## src/assert_macros.svh

```systemverilog
// Assertion macros for the file that carries concurrent checks, the top level.
`ifndef ASSERT_MACROS_SVH
`define ASSERT_MACROS_SVH

// The consequent must hold in the same cycle as the antecedent.
`define ASSERT_SAME(label, clk, rst_n, ante, cons) \
    label: assert property (@(posedge clk) disable iff (!rst_n) (ante) |-> (cons)) \
        else $error("assertion failed in pid heading hold");

// The consequent must hold in the cycle after the antecedent.
`define ASSERT_NEXT(label, clk, rst_n, ante, cons) \
    label: assert property (@(posedge clk) disable iff (!rst_n) (ante) |=> (cons)) \
        else $error("assertion failed in pid heading hold");

`endif

```

## src/phh_pkg.sv

```systemverilog
// Shared widths, codes and reset values of the heading hold regulator.
package phh_pkg;

    localparam int OPCODE_W    = 2;
    localparam int ANGLE_W     = 24;
    localparam int DIST_W      = 32;
    localparam int TURN_W      = 32;
    localparam int POWER_W     = 16;
    localparam int GAIN_W      = 24;
    localparam int PERIOD_W    = 16;
    localparam int ERR_W       = 32;
    localparam int INTEG_W     = 48;
    localparam int FRAC_W      = 16;
    localparam int DIFF_W      = ERR_W + 1;
    localparam int DERIV_W     = DIFF_W + PERIOD_W;
    localparam int STEP_PROD_W = ERR_W + PERIOD_W;
    localparam int PTERM_W     = ERR_W + GAIN_W;
    localparam int ITERM_W     = INTEG_W + GAIN_W;
    localparam int DTERM_W     = DERIV_W + GAIN_W;
    localparam int SUM_W       = DTERM_W + 2;

    localparam int APB_DATA_W  = 32;
    localparam int APB_ADDR_W  = 5;
    localparam int REG_IDX_W   = APB_ADDR_W - 2;

    typedef logic [OPCODE_W-1:0]  t_opcode;
    typedef logic [REG_IDX_W-1:0] t_reg_idx;

    localparam t_opcode OP_START  = 2'd0;
    localparam t_opcode OP_SAMPLE = 2'd1;
    localparam t_opcode OP_STOP   = 2'd2;

    localparam t_reg_idx REG_USE_GYRO       = 3'd0;
    localparam t_reg_idx REG_GAIN_P         = 3'd1;
    localparam t_reg_idx REG_GAIN_I         = 3'd2;
    localparam t_reg_idx REG_GAIN_D         = 3'd3;
    localparam t_reg_idx REG_SAMPLE_PERIOD  = 3'd4;
    localparam t_reg_idx REG_INVERSE_PERIOD = 3'd5;
    localparam t_reg_idx REG_DRIVE_POWER    = 3'd6;

    localparam logic [PERIOD_W-1:0] RST_SAMPLE_PERIOD  = 16'd1311;
    localparam logic [PERIOD_W-1:0] RST_INVERSE_PERIOD = 16'd50;

endpackage

```

## src/phh_if.sv

```systemverilog
// Valid/ready channel interfaces for the input items and the result words.
interface phh_in_if;
    import phh_pkg::*;

    logic                      valid;
    logic                      ready;
    logic [OPCODE_W-1:0]       opcode;
    logic signed [ANGLE_W-1:0] gyro_angle;
    logic signed [DIST_W-1:0]  left_distance;
    logic signed [DIST_W-1:0]  right_distance;

    modport source (
        output valid, opcode, gyro_angle, left_distance, right_distance,
        input  ready
    );
    modport sink (
        input  valid, opcode, gyro_angle, left_distance, right_distance,
        output ready
    );
endinterface

interface phh_out_if;
    import phh_pkg::*;

    logic                      valid;
    logic                      ready;
    logic signed [TURN_W-1:0]  turn_power;
    logic signed [POWER_W-1:0] forward_power;
    logic                      stop_flag;

    modport source (
        output valid, turn_power, forward_power, stop_flag,
        input  ready
    );
    modport sink (
        input  valid, turn_power, forward_power, stop_flag,
        output ready
    );
endinterface

```

## src/phh_mul_serial.sv

```systemverilog
// Bit-serial shift-and-add multiplier, one multiplier bit per cycle.
module phh_mul_serial #(
    parameter int A_W      = 32,
    parameter int B_W      = 16,
    parameter bit B_SIGNED = 1'b0
) (
    input  logic                     i_clk,
    input  logic                     i_rst_n,
    input  logic                     i_start,
    input  logic signed [A_W-1:0]    i_a,
    input  logic [B_W-1:0]           i_b,
    output logic                     o_busy,
    output logic signed [A_W+B_W-1:0] o_prod
);
    localparam int CNT_W = $clog2(B_W);
    localparam logic [CNT_W-1:0] LAST = CNT_W'(B_W - 1);

    logic                   r_busy;
    logic [CNT_W-1:0]       r_cnt;
    logic signed [A_W-1:0]  r_a;
    logic signed [A_W:0]    r_hi;
    logic [B_W-1:0]         r_lo;
    logic signed [A_W:0]    n_sum;
    logic [A_W:0]           a_ext;
    logic                   subtract;

    // The top bit of a signed multiplier carries negative weight.
    always_comb begin
        a_ext    = {r_a[A_W-1], r_a};
        subtract = B_SIGNED && (r_cnt == LAST);
        if (!r_lo[0]) begin
            n_sum = r_hi;
        end else if (subtract) begin
            n_sum = r_hi - a_ext;
        end else begin
            n_sum = r_hi + a_ext;
        end
    end

    always_ff @(posedge i_clk) begin
        if (!i_rst_n) begin
            r_busy <= 1'b0;
        end else if (i_start) begin
            r_busy <= 1'b1;
        end else if (r_busy && (r_cnt == LAST)) begin
            r_busy <= 1'b0;
        end
    end

    always_ff @(posedge i_clk) begin
        if (i_start) begin
            r_a   <= i_a;
            r_hi  <= '0;
            r_lo  <= i_b;
            r_cnt <= '0;
        end else if (r_busy) begin
            r_hi  <= {n_sum[A_W], n_sum[A_W:1]};
            r_lo  <= {n_sum[0], r_lo[B_W-1:1]};
            r_cnt <= r_cnt + 1'b1;
        end
    end

    assign o_busy = r_busy;
    assign o_prod = {r_hi[A_W-1:0], r_lo};

endmodule

```

## src/phh_gyro_err.sv

```systemverilog
// Gyro heading error: serial reduction modulo 360 and serial division by 180.
module phh_gyro_err (
    input  logic                               i_clk,
    input  logic                               i_rst_n,
    input  logic                               i_start,
    input  logic signed [phh_pkg::ANGLE_W-1:0] i_angle,
    output logic                               o_busy,
    output logic signed [phh_pkg::ERR_W-1:0]   o_error
);
    import phh_pkg::*;

    localparam int FRAC_DEG_W = 8;
    localparam int MAG_W      = ANGLE_W - FRAC_DEG_W;
    localparam int DEG_FULL_I = 360;
    localparam int DEG_HALF_I = 180;
    localparam int DIVISOR_I  = 45;
    localparam int QUO_SHIFT  = 14;
    localparam int REM_W      = $clog2(DEG_FULL_I);
    localparam int DVR_W      = $clog2(DIVISOR_I);
    localparam int DVD_W      = REM_W + QUO_SHIFT;
    localparam int CNT_W      = $clog2(DVD_W);

    localparam logic [REM_W:0]   DEG_FULL = (REM_W + 1)'(DEG_FULL_I);
    localparam logic [REM_W-1:0] DEG_HALF = REM_W'(DEG_HALF_I);
    localparam logic [DVR_W:0]   DIVISOR  = (DVR_W + 1)'(DIVISOR_I);
    localparam logic [CNT_W-1:0] MOD_LAST = CNT_W'(MAG_W - 1);
    localparam logic [CNT_W-1:0] DIV_LAST = CNT_W'(DVD_W - 1);

    localparam logic [1:0] G_IDLE = 2'd0;
    localparam logic [1:0] G_MOD  = 2'd1;
    localparam logic [1:0] G_WRAP = 2'd2;
    localparam logic [1:0] G_DIV  = 2'd3;

    logic [1:0]              r_phase;
    logic [1:0]              n_phase;
    logic [CNT_W-1:0]        r_cnt;
    logic                    r_neg;
    logic [MAG_W-1:0]        r_mag;
    logic [REM_W-1:0]        r_rem;
    logic [DVR_W-1:0]        r_dr;
    logic [DVD_W-1:0]        r_dvd;
    logic [ANGLE_W-1:0]      angle_abs;
    logic [REM_W:0]          mod_try;
    logic [REM_W-1:0]        mod_next;
    logic                    wrap;
    logic [REM_W-1:0]        wrapped;
    logic [DVR_W:0]          div_try;
    logic                    div_ge;
    logic [DVR_W-1:0]        div_next;
    logic signed [ERR_W-1:0] q_ext;

    always_comb begin
        angle_abs = i_angle[ANGLE_W-1] ? ANGLE_W'(-i_angle) : ANGLE_W'(i_angle);
        mod_try   = {r_rem, r_mag[MAG_W-1]};
        mod_next  = (mod_try >= DEG_FULL) ? REM_W'(mod_try - DEG_FULL) : mod_try[REM_W-1:0];
        wrap      = !r_neg && (r_rem > DEG_HALF);
        wrapped   = wrap ? REM_W'(DEG_FULL - {1'b0, r_rem}) : r_rem;
        div_try   = {r_dr, r_dvd[DVD_W-1]};
        div_ge    = (div_try >= DIVISOR);
        div_next  = div_ge ? DVR_W'(div_try - DIVISOR) : div_try[DVR_W-1:0];
    end

    always_comb begin
        n_phase = r_phase;
        unique case (r_phase)
            G_IDLE: begin
                if (i_start) begin
                    n_phase = G_MOD;
                end
            end
            G_MOD: begin
                if (r_cnt == MOD_LAST) begin
                    n_phase = G_WRAP;
                end
            end
            G_WRAP: begin
                n_phase = G_DIV;
            end
            G_DIV: begin
                if (r_cnt == DIV_LAST) begin
                    n_phase = G_IDLE;
                end
            end
            default: begin
                n_phase = G_IDLE;
            end
        endcase
    end

    always_ff @(posedge i_clk) begin
        if (!i_rst_n) begin
            r_phase <= G_IDLE;
        end else begin
            r_phase <= n_phase;
        end
    end

    always_ff @(posedge i_clk) begin
        if (i_start) begin
            r_neg <= i_angle[ANGLE_W-1];
            r_mag <= angle_abs[ANGLE_W-1:FRAC_DEG_W];
            r_rem <= '0;
            r_cnt <= '0;
        end else begin
            unique case (r_phase)
                G_MOD: begin
                    r_rem <= mod_next;
                    r_mag <= r_mag << 1;
                    r_cnt <= r_cnt + 1'b1;
                end
                G_WRAP: begin
                    r_dvd <= {wrapped, {QUO_SHIFT{1'b0}}};
                    r_dr  <= '0;
                    r_cnt <= '0;
                    if (wrap) begin
                        r_neg <= 1'b1;
                    end
                end
                G_DIV: begin
                    r_dr  <= div_next;
                    r_dvd <= {r_dvd[DVD_W-2:0], div_ge};
                    r_cnt <= r_cnt + 1'b1;
                end
                default: begin
                end
            endcase
        end
    end

    // The quotient ends up in the dividend register; a negative angle gives a positive error.
    assign q_ext   = ERR_W'(r_dvd);
    assign o_error = r_neg ? q_ext : -q_ext;
    assign o_busy  = (r_phase != G_IDLE);

endmodule

```

## src/pid_heading_hold_top.sv

```systemverilog
// Top level of the PID heading hold regulator for a drive base.
// Input words arrive on i_in and results leave on o_out; both are valid/ready
// channels and a word moves at a clock edge where valid and ready are high.
// Gains, periods, drive power and the error source are set over the APB port;
// it is to be written only while the block is idle, which the block itself
// does not enforce. A start word clears the integral and the previous error as
// it is taken and gives no result. A stop word gives a result with only the
// stop flag set, which the DONE state loads into the output register once that
// register is free. A sample word's result passes the error step (encoder
// difference, or the gyro unit's serial modulo and division), the integral step
// and derivative products, the three gain products and the sum steps, then is
// loaded; all products run on bit-serial multipliers of one bit a cycle.
// One word is processed at a time and the input reopens in the cycle after the
// result is loaded.
// The result sits in an output register, so a new word is taken while the
// previous result still waits; a stalled receiver holds the block only
// when the next result is ready to be loaded.
// Reset restores the register defaults, clears the integral and the
// previous error and empties the output register.
`include "assert_macros.svh"

module pid_heading_hold_top (
    input  logic                           i_clk,
    input  logic                           i_rst_n,
    phh_in_if.sink                         i_in,
    phh_out_if.source                      o_out,
    input  logic                           psel,
    input  logic                           penable,
    input  logic                           pwrite,
    input  logic [phh_pkg::APB_ADDR_W-1:0] paddr,
    input  logic [phh_pkg::APB_DATA_W-1:0] pwdata,
    output logic [phh_pkg::APB_DATA_W-1:0] prdata,
    output logic                           pready
);
    import phh_pkg::*;

    localparam logic [3:0] ST_IDLE    = 4'd0;
    localparam logic [3:0] ST_ENC     = 4'd1;
    localparam logic [3:0] ST_GYRO    = 4'd2;
    localparam logic [3:0] ST_LAUNCH1 = 4'd3;
    localparam logic [3:0] ST_MUL1    = 4'd4;
    localparam logic [3:0] ST_LAUNCH2 = 4'd5;
    localparam logic [3:0] ST_MUL2    = 4'd6;
    localparam logic [3:0] ST_SUM1    = 4'd7;
    localparam logic [3:0] ST_SUM2    = 4'd8;
    localparam logic [3:0] ST_DONE    = 4'd9;

    localparam logic signed [ERR_W-1:0]   ERR_MAX   = {1'b0, {(ERR_W-1){1'b1}}};
    localparam logic signed [ERR_W-1:0]   ERR_MIN   = {1'b1, {(ERR_W-1){1'b0}}};
    localparam logic signed [INTEG_W-1:0] INTEG_MAX = {1'b0, {(INTEG_W-1){1'b1}}};
    localparam logic signed [INTEG_W-1:0] INTEG_MIN = {1'b1, {(INTEG_W-1){1'b0}}};
    localparam logic signed [TURN_W-1:0]  TURN_MAX  = {1'b0, {(TURN_W-1){1'b1}}};
    localparam logic signed [TURN_W-1:0]  TURN_MIN  = {1'b1, {(TURN_W-1){1'b0}}};
    localparam logic signed [ERR_W-1:0]   GYRO_ERR_LIMIT = ERR_W'(131072);

    logic [3:0]                 r_state;
    logic [3:0]                 n_state;
    logic                       in_fire;
    logic                       cfg_wr;
    t_reg_idx                   cfg_idx;

    logic                       r_use_gyro;
    logic signed [GAIN_W-1:0]   r_gain_p;
    logic signed [GAIN_W-1:0]   r_gain_i;
    logic signed [GAIN_W-1:0]   r_gain_d;
    logic [PERIOD_W-1:0]        r_sample_period;
    logic [PERIOD_W-1:0]        r_inverse_period;
    logic signed [POWER_W-1:0]  r_drive_power;

    logic                       r_is_stop;
    logic signed [DIST_W:0]     r_left_abs;
    logic signed [DIST_W:0]     r_right_abs;
    logic signed [DIST_W:0]     left_ext;
    logic signed [DIST_W:0]     right_ext;
    logic signed [DIST_W:0]     enc_diff;
    logic signed [ERR_W-1:0]    enc_err;

    logic signed [ERR_W-1:0]    r_err;
    logic signed [ERR_W-1:0]    r_prev;
    logic signed [INTEG_W-1:0]  r_integ;
    logic signed [INTEG_W-1:0]  integ_next;
    logic signed [INTEG_W:0]    integ_sum;
    logic signed [STEP_PROD_W-FRAC_W-1:0] step;
    logic signed [DIFF_W-1:0]   err_diff;
    logic signed [SUM_W-1:0]    r_sum;
    logic signed [SUM_W-1:0]    total;
    logic signed [TURN_W-1:0]   r_turn;
    logic signed [TURN_W-1:0]   turn_sat;
    logic [SUM_W-FRAC_W-TURN_W:0] turn_top;

    logic                       gyro_start;
    logic                       gyro_busy;
    logic signed [ERR_W-1:0]    gyro_err;
    logic                       launch1;
    logic                       launch2;
    logic                       step_busy;
    logic                       deriv_busy;
    logic                       p_busy;
    logic                       i_busy;
    logic                       d_busy;
    logic                       mul1_done;
    logic                       mul2_done;
    logic signed [STEP_PROD_W-1:0] step_prod;
    logic signed [DERIV_W-1:0]  deriv;
    logic signed [PTERM_W-1:0]  p_term;
    logic signed [ITERM_W-1:0]  i_term;
    logic signed [DTERM_W-1:0]  d_term;

    logic                       out_load;
    logic                       r_out_valid;
    logic                       n_out_valid;
    logic signed [TURN_W-1:0]   r_out_turn;
    logic signed [POWER_W-1:0]  r_out_fwd;
    logic                       r_out_stop;

    logic                       start_fire;
    logic                       gyro_done;
    logic                       gyro_in_range;
    logic                       lanes_level;
    logic                       stop_shown;
    logic                       stop_zero;

    // Configuration port.
    assign pready  = 1'b1;
    assign cfg_wr  = psel && penable && pwrite;
    assign cfg_idx = paddr[APB_ADDR_W-1:2];

    always_ff @(posedge i_clk) begin
        if (!i_rst_n) begin
            r_use_gyro       <= 1'b1;
            r_gain_p         <= '0;
            r_gain_i         <= '0;
            r_gain_d         <= '0;
            r_sample_period  <= RST_SAMPLE_PERIOD;
            r_inverse_period <= RST_INVERSE_PERIOD;
            r_drive_power    <= '0;
        end else if (cfg_wr) begin
            unique case (cfg_idx)
                REG_USE_GYRO:       r_use_gyro       <= pwdata[0];
                REG_GAIN_P:         r_gain_p         <= pwdata[GAIN_W-1:0];
                REG_GAIN_I:         r_gain_i         <= pwdata[GAIN_W-1:0];
                REG_GAIN_D:         r_gain_d         <= pwdata[GAIN_W-1:0];
                REG_SAMPLE_PERIOD:  r_sample_period  <= pwdata[PERIOD_W-1:0];
                REG_INVERSE_PERIOD: r_inverse_period <= pwdata[PERIOD_W-1:0];
                REG_DRIVE_POWER:    r_drive_power    <= pwdata[POWER_W-1:0];
                default: begin
                end
            endcase
        end
    end

    always_comb begin
        unique case (cfg_idx)
            REG_USE_GYRO:       prdata = APB_DATA_W'(r_use_gyro);
            REG_GAIN_P:         prdata = APB_DATA_W'(r_gain_p);
            REG_GAIN_I:         prdata = APB_DATA_W'(r_gain_i);
            REG_GAIN_D:         prdata = APB_DATA_W'(r_gain_d);
            REG_SAMPLE_PERIOD:  prdata = APB_DATA_W'(r_sample_period);
            REG_INVERSE_PERIOD: prdata = APB_DATA_W'(r_inverse_period);
            REG_DRIVE_POWER:    prdata = APB_DATA_W'(r_drive_power);
            default:            prdata = '0;
        endcase
    end

    // Sequencer.
    assign i_in.ready = (r_state == ST_IDLE);
    assign in_fire    = i_in.valid && i_in.ready;
    assign gyro_start = in_fire && (i_in.opcode == OP_SAMPLE) && r_use_gyro;
    assign launch1    = (r_state == ST_LAUNCH1);
    assign launch2    = (r_state == ST_LAUNCH2);
    assign mul1_done  = !step_busy && !deriv_busy;
    assign mul2_done  = !p_busy && !i_busy && !d_busy;
    assign out_load   = (r_state == ST_DONE) && (!r_out_valid || o_out.ready);

    always_comb begin
        n_state = r_state;
        unique case (r_state)
            ST_IDLE: begin
                if (in_fire) begin
                    unique case (i_in.opcode)
                        OP_SAMPLE: n_state = r_use_gyro ? ST_GYRO : ST_ENC;
                        OP_STOP:   n_state = ST_DONE;
                        default:   n_state = ST_IDLE;
                    endcase
                end
            end
            ST_ENC:     n_state = ST_LAUNCH1;
            ST_GYRO: begin
                if (!gyro_busy) begin
                    n_state = ST_LAUNCH1;
                end
            end
            ST_LAUNCH1: n_state = ST_MUL1;
            ST_MUL1: begin
                if (mul1_done) begin
                    n_state = ST_LAUNCH2;
                end
            end
            ST_LAUNCH2: n_state = ST_MUL2;
            ST_MUL2: begin
                if (mul2_done) begin
                    n_state = ST_SUM1;
                end
            end
            ST_SUM1:    n_state = ST_SUM2;
            ST_SUM2:    n_state = ST_DONE;
            ST_DONE: begin
                if (out_load) begin
                    n_state = ST_IDLE;
                end
            end
            default:    n_state = ST_IDLE;
        endcase
    end

    // Error, integral and sum arithmetic.
    always_comb begin
        left_ext  = (DIST_W + 1)'(i_in.left_distance);
        right_ext = (DIST_W + 1)'(i_in.right_distance);
        enc_diff  = r_right_abs - r_left_abs;
        if (enc_diff[DIST_W] != enc_diff[DIST_W-1]) begin
            enc_err = enc_diff[DIST_W] ? ERR_MIN : ERR_MAX;
        end else begin
            enc_err = enc_diff[ERR_W-1:0];
        end

        err_diff  = DIFF_W'(r_err) - DIFF_W'(r_prev);
        step      = step_prod[STEP_PROD_W-1:FRAC_W];
        integ_sum = (INTEG_W + 1)'(r_integ) + (INTEG_W + 1)'(step);
        if (integ_sum[INTEG_W] != integ_sum[INTEG_W-1]) begin
            integ_next = integ_sum[INTEG_W] ? INTEG_MIN : INTEG_MAX;
        end else begin
            integ_next = integ_sum[INTEG_W-1:0];
        end

        // Dropping the sixteen fraction bits floors the sum.
        total    = r_sum + SUM_W'(d_term);
        turn_top = total[SUM_W-1:FRAC_W+TURN_W-1];
        if ((&turn_top) || !(|turn_top)) begin
            turn_sat = total[FRAC_W+TURN_W-1:FRAC_W];
        end else begin
            turn_sat = total[SUM_W-1] ? TURN_MIN : TURN_MAX;
        end
    end

    always_ff @(posedge i_clk) begin
        if (!i_rst_n) begin
            r_state     <= ST_IDLE;
            r_out_valid <= 1'b0;
            r_integ     <= '0;
            r_prev      <= '0;
        end else begin
            r_state     <= n_state;
            r_out_valid <= n_out_valid;
            if (in_fire && (i_in.opcode == OP_START)) begin
                r_integ <= '0;
                r_prev  <= '0;
            end else if ((r_state == ST_MUL1) && mul1_done) begin
                r_integ <= integ_next;
                r_prev  <= r_err;
            end
        end
    end

    assign n_out_valid = out_load || (r_out_valid && !o_out.ready);

    always_ff @(posedge i_clk) begin
        if (in_fire) begin
            r_is_stop   <= (i_in.opcode == OP_STOP);
            r_left_abs  <= left_ext[DIST_W] ? -left_ext : left_ext;
            r_right_abs <= right_ext[DIST_W] ? -right_ext : right_ext;
        end
        if (r_state == ST_ENC) begin
            r_err <= enc_err;
        end else if ((r_state == ST_GYRO) && !gyro_busy) begin
            r_err <= gyro_err;
        end
        if (r_state == ST_SUM1) begin
            r_sum <= SUM_W'(p_term) + SUM_W'(i_term);
        end
        if (r_state == ST_SUM2) begin
            r_turn <= turn_sat;
        end
        if (out_load) begin
            r_out_turn <= r_is_stop ? '0 : r_turn;
            r_out_fwd  <= r_is_stop ? '0 : r_drive_power;
            r_out_stop <= r_is_stop;
        end
    end

    assign o_out.valid         = r_out_valid;
    assign o_out.turn_power    = r_out_turn;
    assign o_out.forward_power = r_out_fwd;
    assign o_out.stop_flag     = r_out_stop;

    // Arithmetic units.
    phh_gyro_err u_gyro (
        .i_clk   (i_clk),
        .i_rst_n (i_rst_n),
        .i_start (gyro_start),
        .i_angle (i_in.gyro_angle),
        .o_busy  (gyro_busy),
        .o_error (gyro_err)
    );

    phh_mul_serial #(.A_W(ERR_W), .B_W(PERIOD_W), .B_SIGNED(1'b0)) u_mul_step (
        .i_clk   (i_clk),
        .i_rst_n (i_rst_n),
        .i_start (launch1),
        .i_a     (r_err),
        .i_b     (r_sample_period),
        .o_busy  (step_busy),
        .o_prod  (step_prod)
    );

    phh_mul_serial #(.A_W(DIFF_W), .B_W(PERIOD_W), .B_SIGNED(1'b0)) u_mul_deriv (
        .i_clk   (i_clk),
        .i_rst_n (i_rst_n),
        .i_start (launch1),
        .i_a     (err_diff),
        .i_b     (r_inverse_period),
        .o_busy  (deriv_busy),
        .o_prod  (deriv)
    );

    phh_mul_serial #(.A_W(ERR_W), .B_W(GAIN_W), .B_SIGNED(1'b1)) u_mul_p (
        .i_clk   (i_clk),
        .i_rst_n (i_rst_n),
        .i_start (launch2),
        .i_a     (r_err),
        .i_b     (r_gain_p),
        .o_busy  (p_busy),
        .o_prod  (p_term)
    );

    phh_mul_serial #(.A_W(INTEG_W), .B_W(GAIN_W), .B_SIGNED(1'b1)) u_mul_i (
        .i_clk   (i_clk),
        .i_rst_n (i_rst_n),
        .i_start (launch2),
        .i_a     (r_integ),
        .i_b     (r_gain_i),
        .o_busy  (i_busy),
        .o_prod  (i_term)
    );

    phh_mul_serial #(.A_W(DERIV_W), .B_W(GAIN_W), .B_SIGNED(1'b1)) u_mul_d (
        .i_clk   (i_clk),
        .i_rst_n (i_rst_n),
        .i_start (launch2),
        .i_a     (deriv),
        .i_b     (r_gain_d),
        .o_busy  (d_busy),
        .o_prod  (d_term)
    );

    // Checks.
    assign start_fire    = in_fire && (i_in.opcode == OP_START);
    assign gyro_done     = (r_state == ST_GYRO) && !gyro_busy;
    assign gyro_in_range = (gyro_err <= GYRO_ERR_LIMIT) && (gyro_err >= -GYRO_ERR_LIMIT);
    assign lanes_level   = (p_busy == i_busy) && (i_busy == d_busy);
    assign stop_shown    = o_out.valid && o_out.stop_flag;
    assign stop_zero     = (o_out.turn_power == '0) && (o_out.forward_power == '0);

    `ASSERT_NEXT(a_start_clears, i_clk, i_rst_n, start_fire, (r_integ == '0) && (r_prev == '0))
    `ASSERT_SAME(a_gyro_bound, i_clk, i_rst_n, gyro_done, gyro_in_range)
    `ASSERT_SAME(a_lanes_in_step, i_clk, i_rst_n, r_state == ST_MUL2, lanes_level)
    `ASSERT_SAME(a_stop_is_zero, i_clk, i_rst_n, stop_shown, stop_zero)

endmodule

```

## src/flat_wrapper.sv

```systemverilog
// flat-port wrapper written by rule: the top's interface ports become plain ports
module pid_heading_hold_top_flat import phh_pkg::*;
  (i_clk, i_rst_n, psel, penable, pwrite, paddr, pwdata, prdata, pready, i_in_valid, i_in_opcode, i_in_gyro_angle, i_in_left_distance, i_in_right_distance, i_in_ready, o_out_valid, o_out_turn_power, o_out_forward_power, o_out_stop_flag, o_out_ready);
  phh_in_if i_in_i ();
  phh_out_if o_out_i ();
  input  logic i_clk;
  input  logic i_rst_n;
  input  logic psel;
  input  logic penable;
  input  logic pwrite;
  input  logic [phh_pkg::APB_ADDR_W-1:0] paddr;
  input  logic [phh_pkg::APB_DATA_W-1:0] pwdata;
  output logic [phh_pkg::APB_DATA_W-1:0] prdata;
  output logic pready;
  input wire logic [$bits(i_in_i.valid)-1:0] i_in_valid;
  input wire logic [$bits(i_in_i.opcode)-1:0] i_in_opcode;
  input wire logic [$bits(i_in_i.gyro_angle)-1:0] i_in_gyro_angle;
  input wire logic [$bits(i_in_i.left_distance)-1:0] i_in_left_distance;
  input wire logic [$bits(i_in_i.right_distance)-1:0] i_in_right_distance;
  output wire logic [$bits(i_in_i.ready)-1:0] i_in_ready;
  output wire logic [$bits(o_out_i.valid)-1:0] o_out_valid;
  output wire logic [$bits(o_out_i.turn_power)-1:0] o_out_turn_power;
  output wire logic [$bits(o_out_i.forward_power)-1:0] o_out_forward_power;
  output wire logic [$bits(o_out_i.stop_flag)-1:0] o_out_stop_flag;
  input wire logic [$bits(o_out_i.ready)-1:0] o_out_ready;
  assign i_in_i.valid = i_in_valid;
  assign i_in_i.opcode = i_in_opcode;
  assign i_in_i.gyro_angle = i_in_gyro_angle;
  assign i_in_i.left_distance = i_in_left_distance;
  assign i_in_i.right_distance = i_in_right_distance;
  assign i_in_ready = i_in_i.ready;
  assign o_out_valid = o_out_i.valid;
  assign o_out_turn_power = o_out_i.turn_power;
  assign o_out_forward_power = o_out_i.forward_power;
  assign o_out_stop_flag = o_out_i.stop_flag;
  assign o_out_i.ready = o_out_ready;
  pid_heading_hold_top u_core (.i_clk(i_clk), .i_rst_n(i_rst_n), .i_in(i_in_i), .o_out(o_out_i), .psel(psel), .penable(penable), .pwrite(pwrite), .paddr(paddr), .pwdata(pwdata), .prdata(prdata), .pready(pready));
endmodule
```

## config.mk

```make
export PLATFORM = sky130hd
export DESIGN_NAME = pid_heading_hold_top_flat
export DESIGN_NICKNAME = d
export VERILOG_FILES = /design/src/phh_pkg.sv /design/src/phh_if.sv /design/src/phh_mul_serial.sv /design/src/phh_gyro_err.sv /design/src/pid_heading_hold_top.sv /design/src/flat_wrapper.sv
export VERILOG_INCLUDE_DIRS = /design/src /design/src/src
export SDC_FILE = /design/constraint.sdc
export NUM_CORES = 2
export LEC_CHECK = 0
export BUFFER_PORTS_ARGS = -buffer_cell sky130_fd_sc_hd__buf_2
export CORE_MARGIN = 2
export CORE_UTILIZATION = 55
export DETAILED_ROUTE_END_ITERATION = 8
export MAX_ROUTING_LAYER = met4
export PLACE_DENSITY = 0.72
export SYNTH_ARGS = -nofsm -noshare
export SYNTH_HDL_FRONTEND = slang
export SYNTH_HIERARCHICAL = 1
export SYNTH_SLANG_ARGS = --single-unit
```

## constraint.sdc

```tcl
create_clock -name i_clk -period 16.1 [get_ports i_clk]
set_input_delay 2.415 -clock i_clk [delete_from_list [all_inputs] [get_ports i_clk]]
set_output_delay 2.415 -clock i_clk [all_outputs]
set_load 0.02 [all_outputs]
```

==> impl_metrics.json <==
{
  "ff2ff_path_depth": 15,
  "finalCriticalPeriod_ns": 7.26,
  "drt-pass1-iter-count": 7,
  "multi_input_area_um2": 41800,
  "wl_um": 205000,
  "crit_buf_inv": 2,
  "worst_pin_slew_ns": 1.29,
  "fp-row-count": 132,
  "wl_per_cell_um": 21.1,
  "finalSetupTns_ns": 0,
  "nets": 8475,
  "hpwl_um": 155000,
  "cpPeakStageDelay_ns": 0.76,
  "clock.fmax_mhz": 138,
  "seq_power_share": 0.328,
  "grt_pass1_wl_um": 314000,
  "pre_cts_slack_ns": 8.89,
  "die_y_um": 364,
  "clock_skew_ns": 0.0675,
  "report.final.slew_viol_count": 0,
  "die_w_um": 364,
  "overflow": 0,
  "slowest_stage": "and3b_1",
  "cts_num_sinks": 1041,
  "area_growth_syn_to_layout_pct": 8.36,
  "fin_crit_sh": 0.451,
  "path_max_fanout": 18,
  "hp-start": "u_core/u_mul_deriv/r_lo[14]",
  "synth_flop_cell": "edfxtp_1",
  "crit_path_cell_trace": "buf_2 -> and3b_1 -> and2_1 -> a21oi_1 -> nand2_1 -> buf_2",
  "hold_path.class": "reg -> reg",
  "post-route-drc-count": 0,
  "dp.cells": 9479,
  "first_iter_violations": 5211,
  "clockBufferDepth": 3,
  "synth_edf_count": 597,
  "p_switching_uw": 5170,
  "min_to": "u_core/u_mul_d/r_a[14]",
  "clock-root-buffer": "clkbuf_16",
  "ff2ff_setup_slack_ns": 10.30,
  "io_buffer_count": 206,
  "postLayoutCoreUtil": 0.598,
  "r2r_end": "u_core/r_turn[25]",
  "antenna_found_initial": 4,
  "initial_core_util": 0.552,
  "whs_path_depth": 0,
  "intPower_uw": 7200,
  "relSlewSlack": 0.134,
  "final_common_cell": "nand2_1",
  "p_clk_frac": 0.221,
  "postSynthAreaPerCell_um2": 9.02,
  "rsz0062_at_grt": "false",
  "yosysWarnings": 6,
  "critPathLaunchType": "input port",
  "vias": 59873,
  "seq_area_um2": 26800,
  "worstSetupPathType": "in -> out",
  "insertion_delay_ns": 0.76,
  "ys_types": 139,
  "arrival_ns": 4.84,
  "cts_resized": 0,
  "drive_gt1_frac": 0.0901,
  "syn_area_um2": 71200,
  "power-per-cell-area_nw_per_um2": 160,
  "yosysSeqAreaShare": 0.376,
  "grt_pass1_vias": 55514,
  "setup_ws_ns": 8.84,
  "routed_via_density": 6.17,
  "cp-end-kind": "primary output",
  "crit_required_ns": 13.69,
  "synthCells": 7901,
  "combPwrFrac": 0.451,
  "irDropWorstVdd_v": 0.000118,
  "fill_cells": 11114,
  "cts_tree": "done",
  "ant_nets": 0,
  "swShare": 0.418,
  "crit_family": "simple AND/OR/NAND/NOR gates",
  "ys_async_sr_fraction": 0,
  "finalNonFillerCells": 9702,
  "numCtsBuffers": 114,
  "die-area_um2": 132000,
  "grt_max_degree": 153,
  "status": "finished, final reports clean",
  "clkTransAtPathRegs_ns": 0.06,
  "core_um2": 129000,
  "layout_common_cells": "814 x nand2_1, 715 x a21oi_1, 597 x edfxtp_1, 562 x nor2_1, 479 x ha_1",
  "ctsHoldBuffers": 0,
  "p_leak_uw": 0.0303,
  "ys_seq_elements": 1041,
  "pin_count": 218,
  "maxCapViolCount": 0,
  "gp_congestion": 0.991,
  "post-cts-setup-buffer-count": 0,
  "grtUsageTotal": 0.308,
  "hold_violations": 0,
  "h-tree-depth": 3,
  "r2r_start": "u_core/r_sum[41]",
  "cp_common_cell": "buf_2",
  "setup_viol": 0
}
## cells in the mapped netlist, types with 57 or more instances
cell type  count  area (um2)
o21ai_0      457        2290
mux2i_1      150        1500
a21boi_0     129         968
xnor2_1      352        3080
nor2_1       566        2120
a211oi_1     162        1220
nor2b_1      144         901
a21o_1       232        1740
o31ai_1       73         548
nand2_1      814        3060
mux2_2       106        1190
nand3_1      144         721
nand4_1      118         738
edfxtp_1     597       17900
xor2_1       241        2110
dfxtp_1      444        8890
o21bai_1      75         563
a21oi_1      715        3580
clkbuf_1     346        1300
a22oi_1       57         428
nor3_1       119         596
a31oi_1       94         588
nand2b_1      68         425
o21a_1        57         428
inv_1        252         946
ha_1         479        5990
## metrics by stage
step	power [uW]	hold WS [ns]	area, um2
4_1_cts	12300	0.406	77200
6_report	12400	0.413	77200
3_5_place_dp	9560	0.432	73200
2_1_floorplan	8060	0.422	71200
5_1_grt	13100	0.434	77200
3_3_place_gp	9450	0.434	73200
## worst max path at each step
stage,startpoint,endpoint,depth (start not counted)
floorplan,u_core/r_state[1],u_core/u_mul_i/r_lo[0],6
global placement,paddr[2],prdata[23],6
detailed placement,paddr[2],prdata[23],6
CTS,paddr[2],prdata[23],6
global route,paddr[2],prdata[23],6
finish,paddr[2],prdata[23],6
## flip-flops by register name, indices dropped and copies added (netlist names), 32 cells and up
| name | count |
|---|---|
| u_core/r_prev | 32 |
| u_core/u_mul_i/r_hi | 48 |
| u_core/r_sum | 73 |
| u_core/u_mul_d/r_hi | 49 |
| u_core/r_left_abs | 33 |
| u_core/u_mul_p/r_hi | 32 |
| u_core/r_turn | 32 |
| u_core/r_integ | 48 |
| u_core/u_mul_i/r_a | 48 |
| u_core/u_mul_deriv/r_hi | 33 |
| u_core/u_mul_deriv/r_a | 33 |
| u_core/o_out.turn_power | 32 |
| u_core/u_mul_d/r_a | 49 |
| u_core/r_err | 32 |
| u_core/u_mul_step/r_hi | 32 |
| u_core/u_mul_step/r_a | 32 |
| u_core/u_mul_p/r_a | 32 |
| u_core/r_right_abs | 33 |
## cells by family (layout without fill, tap and decap cells)
kind of cell               after synthesis  after routing  synth area share
AOI/OAI and AO/OA                     2458           2458             0.224
xor gates and xnor gates               594            594            0.0731
adders and majority gates              496            496            0.0878
buffers and inverters                  680            733            0.0379
DFF                                   1041           1041             0.376
muxes                                  261            261            0.0387
other                                    2              8          0.000105
and+or+nand+nor                       2369           2369             0.162
## layout make-up
type	instances	share of cell area
flip-flops and latches	1041	0.347
inverters	255	0.0124
well taps	1742	0.0282
repair buffers	260	0.0188
multi-input cells	6181	0.542
clock inverters	69	0.00960
diodes	5	0.000162
clock buffers	149	0.0418
## metal layers
layer,wire (um),track usage
met4,7990,0.123
met5,0,-
met1,90800,0.405
met2,94300,0.487
met3,11800,0.0324
## power by group through the flow
| stage | Clock [uW] | Combinational [uW] | Sequential [uW] |
|---|---|---|---|
| 4_1_cts | 2770 | 5490 | 4050 |
| 3_5_place_dp | 0 | 5450 | 4100 |
| 5_1_grt | 2870 | 6180 | 4090 |
| 3_3_place_gp | 0 | 5350 | 4090 |
| 2_1_floorplan | 0 | 4310 | 3750 |
| 6_report | 2730 | 5580 | 4060 |
(Power assumes the default switching activity.)
